**config.mk**
```make
export PLATFORM = sky130hd
export DESIGN_NAME = cwdp_scale
export DESIGN_NICKNAME = d
export VERILOG_FILES = /design/src/cwdp_pkg.sv /design/src/cwdp_scale.sv
export SDC_FILE = /design/constraint.sdc
export NUM_CORES = 1
export LEC_CHECK = 0
export BUFFER_PORTS_ARGS = -buffer_cell sky130_fd_sc_hd__buf_4
export CAP_MARGIN = 20
export CORE_MARGIN = 2
export CORE_UTILIZATION = 40
export DETAILED_ROUTE_END_ITERATION = 8
export SETUP_SLACK_MARGIN = 0.5
export SYNTH_ARGS = -nofsm -noshare
export SYNTH_HDL_FRONTEND = slang
export SYNTH_SLANG_ARGS = --single-unit
```
**constraint.sdc**
```tcl
create_clock -name clk -period 14.83 [get_ports clk]
set_clock_uncertainty 0.1 [all_clocks]
set_input_delay 2.2245 -clock clk [delete_from_list [all_inputs] [get_ports clk]]
set_output_delay 2.2245 -clock clk [all_outputs]
set_load 0.05 [all_outputs]
```
**src/cwdp_pkg.sv**
```systemverilog
`timescale 1ns / 1ps
package cwdp_pkg;

  // Configuration register indexes
  localparam int unsigned CFG_INDEX_W = 1;
  localparam int unsigned CFG_DATA_W  = 4;
  localparam logic [CFG_INDEX_W-1:0] REG_CODE_BITS   = 1'd0;
  localparam logic [CFG_INDEX_W-1:0] REG_BIAS_ENABLE = 1'd1;

  // Request opcodes
  localparam logic OP_LOAD = 1'b0;
  localparam logic OP_ACC  = 1'b1;

  localparam logic [3:0] CODE_BITS_RESET = 4'd4;

  localparam int unsigned CB_W     = 16;
  localparam int unsigned ACT_W    = 16;
  localparam int unsigned PROD_W   = 32;
  localparam int unsigned SCALE_W  = 16;
  localparam int unsigned RES_W    = 32;
  localparam int unsigned ROUND_SH = 19;

  typedef enum logic [2:0] {
    ST_IDLE,
    ST_READ,
    ST_MAC,
    ST_SCALE,
    ST_FINISH
  } cwdp_state_t;

  typedef struct packed {
    logic wr_en;
    logic rd_en;
    logic prod_en;
    logic acc_en;
    logic clear;
  } mac_ctrl_t;

  typedef struct packed {
    logic busy;
    logic ready;
  } scl_status_t;

endpackage

```
**src/cwdp_scale.sv**
```systemverilog
`timescale 1ns / 1ps
module cwdp_scale #(
  parameter int SUM_WIDTH = 48
) (
  input  logic                                clk,
  input  logic                                rst,
  input  logic                                start,
  input  logic signed [SUM_WIDTH-1:0]         sum,
  input  logic [cwdp_pkg::SCALE_W-1:0]        scale,
  input  logic signed [cwdp_pkg::RES_W-1:0]   bias,
  input  logic                                bias_en,
  output cwdp_pkg::scl_status_t               status,
  output logic signed [cwdp_pkg::RES_W-1:0]   res,
  output logic                                res_sat
);
  import cwdp_pkg::*;

  localparam int NCH       = (SUM_WIDTH + 15) / 16;
  localparam int EW        = NCH * 16;
  localparam int AW        = EW + SCALE_W;
  localparam int STEP_W    = $clog2(NCH + 3);
  localparam int LAST_STEP = NCH + 2;

  localparam logic signed [AW-1:0] R_MAX    = AW'(64'sh7FFF_FFFF);
  localparam logic signed [AW-1:0] R_MIN    = ~R_MAX;
  localparam logic signed [AW-1:0] RND_HALF = AW'(1) << (ROUND_SH - 1);

  logic                   busy;
  logic                   ready;
  logic [STEP_W-1:0]      step;
  logic [EW-1:0]          shreg;
  logic [EW-1:0]          src;
  logic [15:0]            chunk;
  logic                   top;
  logic signed [33:0]     mp;
  logic signed [AW-1:0]   acc;
  logic signed [AW-1:0]   rnd;
  logic signed [RES_W-1:0] r1;
  logic                   sat1;
  logic signed [RES_W:0]  bsum;

  assign status.busy  = busy;
  assign status.ready = ready;

  // Walk the sum one 16-bit chunk a cycle, most significant first
  assign top   = (step == '0);
  assign src   = top ? EW'(sum) : shreg;
  assign chunk = src[EW-1 -: 16];
  assign rnd   = (acc + RND_HALF) >>> ROUND_SH;
  assign bsum  = (RES_W+1)'(r1) + (bias_en ? (RES_W+1)'(bias) : '0);

  always_ff @(posedge clk) begin
    if (rst) begin
      busy  <= 1'b0;
      ready <= 1'b0;
      step  <= '0;
    end else if (start) begin
      busy  <= 1'b1;
      ready <= 1'b0;
      step  <= '0;
    end else if (busy) begin
      step <= step + 1'b1;
      if (step == STEP_W'(LAST_STEP)) begin
        busy  <= 1'b0;
        ready <= 1'b1;
      end
    end
  end

  always_ff @(posedge clk) begin
    if (busy) begin
      if (step < STEP_W'(NCH)) begin
        mp    <= $signed({top & chunk[15], chunk}) * $signed({1'b0, scale});
        shreg <= src << 16;
      end
      if (step == STEP_W'(1)) begin
        acc <= AW'(mp);
      end else if (step > STEP_W'(1) && step <= STEP_W'(NCH)) begin
        acc <= (acc <<< 16) + AW'(mp);
      end
      if (step == STEP_W'(NCH + 1)) begin
        if (rnd > R_MAX) begin
          r1   <= R_MAX[RES_W-1:0];
          sat1 <= 1'b1;
        end else if (rnd < R_MIN) begin
          r1   <= R_MIN[RES_W-1:0];
          sat1 <= 1'b1;
        end else begin
          r1   <= rnd[RES_W-1:0];
          sat1 <= 1'b0;
        end
      end
      if (step == STEP_W'(LAST_STEP)) begin
        if (bsum[RES_W] != bsum[RES_W-1]) begin
          res     <= bsum[RES_W] ? {1'b1, {(RES_W-1){1'b0}}} : {1'b0, {(RES_W-1){1'b1}}};
          res_sat <= 1'b1;
        end else begin
          res     <= bsum[RES_W-1:0];
          res_sat <= sat1;
        end
      end
    end
  end

endmodule

```
* Word level (Yosys, flattened, before mapping)
Index checks and enable logic that the tools add are counted.
** Cells by class
- Add/sub/neg operators :: 4
- $mul :: 1
- Order comparisons :: 5
- Equality and inequality tests :: 4
- Mux-type cells :: 11
- Bitwise gates (word level) :: 1
- Reduce and logical (&&, ||, !) cells :: 8
** Operators with widths (count)
- two-way mux 64 bit :: 2
- two-way mux 32 bit :: 3
- adder 64 x 20 -> 64 bit (second input constant) :: 1
- adder 64 x 34 -> 64 bit :: 1
- two-way mux 48 bit :: 1
- greater-than comparator 45 x 32 -> 1 bit (second input constant) :: 1
- < comparator 45 x 32 -> 1 bit (second input constant) :: 1
- multiplier 17 x 17 -> 34 bit :: 1
- adder 33 bit :: 1
- two-way mux 33 bit :: 1
- AND reduction 2 bit :: 4
- equality test 3 bit (second input constant) :: 2
- two-way mux 1 bit :: 4
- adder 3 x 1 -> 3 bit (second input constant) :: 1
- equality test 3 x 1 -> 1 bit (second input constant) :: 1
- greater-than comparator 3 x 1 -> 1 bit (second input constant) :: 1
- less-or-equal comparator 3 x 2 -> 1 bit (second input constant) :: 1
- logical NOT 3 bit :: 1
- < comparator 3 x 2 -> 1 bit (second input constant) :: 1
- nonzero test 2 bit :: 1
- OR reduction 2 bit :: 1
- AND 1 bit :: 1
- logical AND 1 bit :: 1
- inequality test 1 bit :: 1
** Storage, ports and cells
- Flip-flop bits (word level) :: 201
- Input port bits :: 100
- Output and inout bits :: 35
- Word-level logic and storage cells :: 45

* Longest topological paths before layout
Gate-level depths: netlist (run 1).
- Depth in word-level cells :: 4
- Gate-level depth with buffers :: 31
- Gate-level depth less buffers :: 29

* Worst setup path before layout (run 1)
Ideal clock, no wire load.
- Path kind :: input -> register
- From :: input sum[47]
- To :: register mp[33] (data pin)
- Library setup time :: 260 ps
- Arrival :: 8433 ps
- Required time :: 14470 ps
- Path slack :: 6037 ps
- Stages on the path :: 25
- Buffers on the path :: 2
- Path through :: and2_1 -> clkbuf_1 -> a21o_1 -> clkbuf_1 -> nand2_1 -> fa_1 -> fa_1 -> fa_1 -> inv_1 -> fa_1 -> fa_1 -> inv_1 -> fa_1 -> inv_1 -> ha_1 -> a21oi_1 -> o211a_1 -> o21a_1 -> o21ai_1 -> or4b_1 -> a31o_2 -> o31ai_2 -> o2111ai_1 -> a21oi_1 -> xnor2_1
** On the way
- Word-level cells in the longest chain between the ends :: 3
** RTL lines
- start, declared :: line cwdp_scale.sv:8 : input logic signed [SUM_WIDTH-1:0] sum,
- two-way mux 48 bit (*) :: line cwdp_scale.sv:47 : assign src = top ? EW'(sum) : shreg;
- AND 1 bit :: line cwdp_scale.sv:73 : mp <= $signed({top & chunk[15], chunk}) * $signed({1'b0, scale});
- multiplier 17 x 17 -> 34 bit (*) :: line cwdp_scale.sv:73
- end signal, assigned :: line cwdp_scale.sv:73
- end, declared :: line cwdp_scale.sv:35 : logic signed [33:0] mp;
Mark *: on every way between the ends. The rest lies on a longest branch, timed or not.
A chain may end at the register's enable or synchronous reset.

* Worst setup path after layout (run 1)
Same ends and word-level chain as after synthesis.

==> impl_metrics.yaml, run 1 <==
outcome:
  status: "complete, no violations"
cts:
  cts_sinks: 201
  cts_root_buf: "clkbuf_16"
  postCtsHoldBufs: 0
  path_clk_slew_ns: 0.06
  clk-insertion-delay-late_ns: 0.56
  cts_tree: "built"
  postCtsSetupRepairBufs: 0
  htree_levels: 1
  ctsResizeCount: 0
  cts.path.max_buffers: 3
  numCtsBuffers: 25
logic_synthesis:
  avgSynthCellArea_um2: 9.45
  async_flop_share_pct: 0
  ys_seq_area_share_pct: 25.7
  synth_nets: 3016
  syn_area_um2: 23300
  ys_seq_elements: 201
  ys.flop_type: "edfxtp_1"
  synth_edf_count: 196
  ys_types: 75
  yosysWarnings: 0
  synth_cells: 2464
floorplan:
  num_rows: 88
  fp.dieW_um: 245
  core_um2: 57600
  initial_utilization_pct: 40.4
  die_area_um2: 60100
  pin_count: 135
  die_y_um: 245
grt:
  grt_busiest_layer: "met2"
  grt_util_met2_pct: 35.8
  grt_max_degree: 67
  track_usage_pct: 19.1
  grt_use_met1_pct: 22.7
  grt_antenna_before_repair: 0
  grt_pass1_wl_um: 92100
  grtUsageMet3_pct: 1.98
  grt_overflow: 0
  grt_pass1_vias: 18000
sta:
  finalSetupViolations: 0
  max_freq_mhz: 113
  hold_viol: 0
  worstMarginPinSlew_ns: 0.879
  fin_crit_ns: 8.87
  slew_headroom_pct: 41.4
  slew_violations: 0
  rsz0062_at_grt: "no"
  fin_crit_sh_pct: 59.8
  tns_ns: 0
critical_path:
  crit_type: "input port to flip-flop"
  cp.arrival_ns: 9.07
  start_kind: "input port"
  r2r_start: "step[0]"
  crit_path_start: "sum[47]"
  worstSetupEndpointType: "flip-flop"
  required_ns: 15.03
  critPathMaxFanout: 16
min_path:
  hold_class: "flip-flop to flip-flop"
  worst_hold_startpoint: "mp[11]"
routing:
  dr.pass1.iters: 7
  drt-initial-drc-count: 701
  drc_errors: 0
  wl_per_cell_um: 16.9
  drtAntennaViolNets: 0
  totalWireLength_um: 56500
  dr_total_vias: 17000
  vias_per_cell: 5.11
finish:
  mostFrequentLayoutCells: "inv_1 (396), nand2_1 (330), fa_1 (281)"
  drive_gt1_share_pct: 8.60
  fin_cells: 3334
  post-route-util_pct: 44.9
  syn_to_final_growth_pct: 11.0
  final_common_cell: "inv_1"
  register_area_um2: 5990
  multiInputGateArea_um2: 15500
  n_fill_cell: 5505
  antennaDiodeCount: 0
  nets: 3102
place:
  dpl.hpwl_um: 45800
  gp_congestion: 0.947
  dp_cells: 3287
  io_buffers: 134
run:
  cap_violations: 0
-- cell type report --
class | count | area share, %
Sequential cell | 201 | 23.2
Inverter | 396 | 5.75
Clock inverter | 16 | 0.775
Clock buffer | 30 | 2.49
Tap cell | 765 | 3.70
Multi-Input combinational cell | 1780 | 59.8
Timing Repair Buffer | 146 | 4.27
-- worst max-delay path, stage by stage --
cell and delay [ns]:
buf_4 0.12, and2_1 0.35, a21o_1 0.47, nand2_1 0.14, fa_1 0.53, fa_1 0.44
fa_1 0.53, inv_1 0.05, fa_1 0.46, fa_1 0.55, inv_1 0.05, fa_1 0.53
inv_1 0.04, ha_1 0.36, a21oi_1 0.25, o211a_1 0.19, o21a_1 0.10, o21ai_1 0.11
or4b_1 0.54, a31o_2 0.25, o31ai_2 0.32, o2111ai_1 0.18, a21oi_1 0.20, xnor2_1 0.08
-- metrics by stage --
| stage | hold slack [ns] | setup slack [ns] | instance area [µm²] |
|---|---|---|---|
| floorplan | 0.300 | 6.04 | 23300 |
| global placement | 0.302 | 5.46 | 25000 |
| detailed placement | 0.305 | 5.37 | 25000 |
| CTS | 0.318 | 5.95 | 25800 |
| global route | 0.326 | 5.50 | 25800 |
| finish | 0.317 | 5.96 | 25800 |
-- cell usage after synthesis (10+ instances only) --
master,count,area share (%)
a21o_1,65,2.1
a21oi_1,118,2.5
a31oi_1,13,0.35
and2_1,162,4.4
and3_1,31,0.83
clkbuf_1,72,1.2
edfxtp_1,196,25
fa_1,281,24
ha_1,171,9.2
inv_1,396,6.4
nand2_1,330,5.3
nand2b_1,16,0.43
nand3_1,41,0.88
nand4_1,17,0.46
nor2_1,77,1.2
nor2b_1,17,0.46
nor3_1,19,0.41
o21a_1,17,0.55
o21ai_0,99,2.1
o21ai_1,29,0.62
o21bai_1,10,0.32
xnor2_1,84,3.2
xor2_1,56,2.1
-- cell families after synthesis --
| group | synth area share (%) |
|---|---|
| compound gates | 11.6 |
| xor+xnor | 5.27 |
| fa+ha+maj | 33.6 |
| buf+inv | 7.97 |
| flops | 25.7 |
| mux | 0.177 |
| simple gates | 15.7 |
-- sequential cells by signal, summed over array words and instances (netlist names) --
signal and count:
acc 64, mp 34, r1 32, res 32, shreg 32, step 3, busy 1, ready 1
res_sat 1, sat1 1
-- metal layers --
| layer | vias to the layer above | wire length, µm |
|---|---|---|
| li1 | 8235 | - |
| met1 | 8281 | 23200 |
| met2 | 415 | 29300 |
| met3 | 94 | 2150 |
| met4 | 0 | 1840 |
| met5 | - | 0 |
-- path summary, 6_finish.rpt --
| path | slack (ns) | to | cells after the start |
|---|---|---|---|
| worst max-delay path | 5.96 | mp[33] | 24 |
| worst min-delay path | 0.32 | acc[11] | 0 |
| worst max register to register | 6.40 | mp[33] | 27 |
| worst min register to register | 0.32 | acc[11] | 0 |
Power of run 1 is not shown: default switching activity piles up to over one toggle a cycle in this logic, so the estimate is an artifact.
==> run 2: changes to the inputs <==
clock period = 7.22 ns   (was 14.83 ns; I/O delays follow)
==> run 2 against run 1 <==
Critical path depth grew 5. Die area is the same. Sequential cell count is the same. Global-route usage shrank 0.24 points. Worst setup slack lost 5.9 ns. Non-clock buffer count grew 140. Register-to-register slack lost 6.3 ns. Wire length shrank 2.5%. Final cell count grew 4.3%. First-iteration DRC count grew 17%. Utilization grew 3.0 points. Via count grew 2.8%. Critical path type is now flip-flop to flip-flop.
==> impl_metrics.yaml, run 2 (synthesis results as in run 1) <==
outcome:
  status: "complete, no violations"
floorplan:
  initial_utilization_pct: 40.4
  die_y_um: 245
  die_area_um2: 60100
  pin_count: 135
  fp.dieW_um: 245
  core_um2: 57600
  num_rows: 88
finish:
  final_common_cell: "inv_1"
  syn_to_final_growth_pct: 18.5
  post-route-util_pct: 47.9
  fin_cells: 3476
  antennaDiodeCount: 0
  largest_register_ffs: 64
  mostFrequentLayoutCells: "inv_1 (380), nand2_1 (300), fa_1 (273)"
  top_regs: "acc x64, mp x34"
  regMostFlops: "acc"
  drive_gt1_share_pct: 17.1
  nets: 3243
cts:
  clk-insertion-delay-late_ns: 0.55
  cts_sinks: 201
  cts_tree: "built"
  htree_levels: 1
  postCtsHoldBufs: 0
  numCtsBuffers: 26
  path_clk_slew_ns: 0.06
  cts.path.max_buffers: 3
  cts_root_buf: "clkbuf_16"
sta:
  slew_violations: 0
  finalSetupViolations: 0
  rsz0062_at_grt: "yes"
  fin_crit_sh_pct: 99.1
  slew_headroom_pct: 28.7
  max_freq_mhz: 140
  fin_crit_ns: 7.15
  whs_ns: 0.308
  worstMarginPinSlew_ns: 1.07
  hold_viol: 0
grt:
  grt_overflow: 0
  grt_max_degree: 67
  grt_pass1_vias: 18700
  grt_antenna_before_repair: 0
  grt_pass1_wl_um: 92900
  track_usage_pct: 18.8
routing:
  vias_per_cell: 5.03
  totalWireLength_um: 55100
  drt-initial-drc-count: 818
  drtAntennaViolNets: 0
  dr.pass1.iters: 6
  dr_total_vias: 17500
  drc_errors: 0
  wl_per_cell_um: 15.8
critical_path:
  cpPeakStageDelay_ns: 0.56
  crit_top_cell: "fa_1"
  r2r_setup_slack_ns: 0.07
  required_ns: 7.41
  worstSetupEndpointType: "flip-flop"
  critPathMaxFanout: 6
  r2r_start: "step[1]"
  reg2reg_to: "mp[33]"
  cp_slowest_cell: "fa_1"
  cp.arrival_ns: 7.35
  crit_path_start: "step[1]"
  r2r_cells: 29
  crit_type: "flip-flop to flip-flop"
  crit_path_end: "mp[33]"
  start_kind: "flip-flop"
run:
  cap_violations: 0
min_path:
  hold_class: "flip-flop to flip-flop"
place:
  dpl.hpwl_um: 44900
  gp_congestion: 0.904
  dp_cells: 3395
  io_buffers: 134
## run 2: metal layers
layer / share of wire, % / track usage, %
met5: 0 / 0
met2: 51 / 35.0
met3: 3.2 / 1.77
met1: 42 / 22.9
met4: 3.2 / 5.77
## run 2: final cells by class
cell class	instances	area, µm²
flip-flops and latches	201	5990
fillers	5461	30000
clock inverters	17	164
well taps	765	957
clock buffers	31	669
multi-input cells	1780	16000
inverters	396	1490
repair buffers	286	2340
## run 2: per-stage QoR
stage	instance area [µm²]	setup WS, ns	TNS [ns]
floorplan	23600	0.107	0
finish	27600	0.0663	0
CTS	27400	-0.0111	-0.0111
detailed placement	26000	-0.407	-1.63
global placement	26000	-0.202	-0.623
global route	27600	-0.217	-0.431
## run 2: repair_timing
| item | in CTS | in global routing |
|---|---|---|
| gates cloned | 3 | 1 |
| pin swaps | 35 | 25 |
| buffers inserted | 19 | 9 |
| endpoints found under the setup margin | 11 | 17 |
| gates resized for setup | 70 | 44 |
## run 2: worst min-delay path by stage
stage / cells after the start / startpoint / end / slack (ns)
detailed placement: 0 / mp[0] / acc[0] / 0.30
floorplan: 0 / mp[0] / acc[0] / 0.30
global route: 0 / mp[6] / acc[6] / 0.32
finish: 0 / mp[1] / acc[1] / 0.31
CTS: 0 / mp[4] / acc[4] / 0.31
global placement: 0 / mp[14] / acc[14] / 0.30
## run 2: worst max-delay path: cells and delay by family, from the launching register on
| family | cells | cell delay [ns] |
|---|---|---|
| AO/OA/AOI/OAI | 6 | 0.99 |
| adder cells (fa/ha/maj) | 8 | 3.57 |
| flip-flops | 1 | 0.33 |
| AND/OR/NAND/NOR | 7 | 1.28 |
| buffers and inverters | 7 | 0.51 |
| XOR/XNOR | 1 | 0.09 |
Power of run 2 is left out for the same reason.
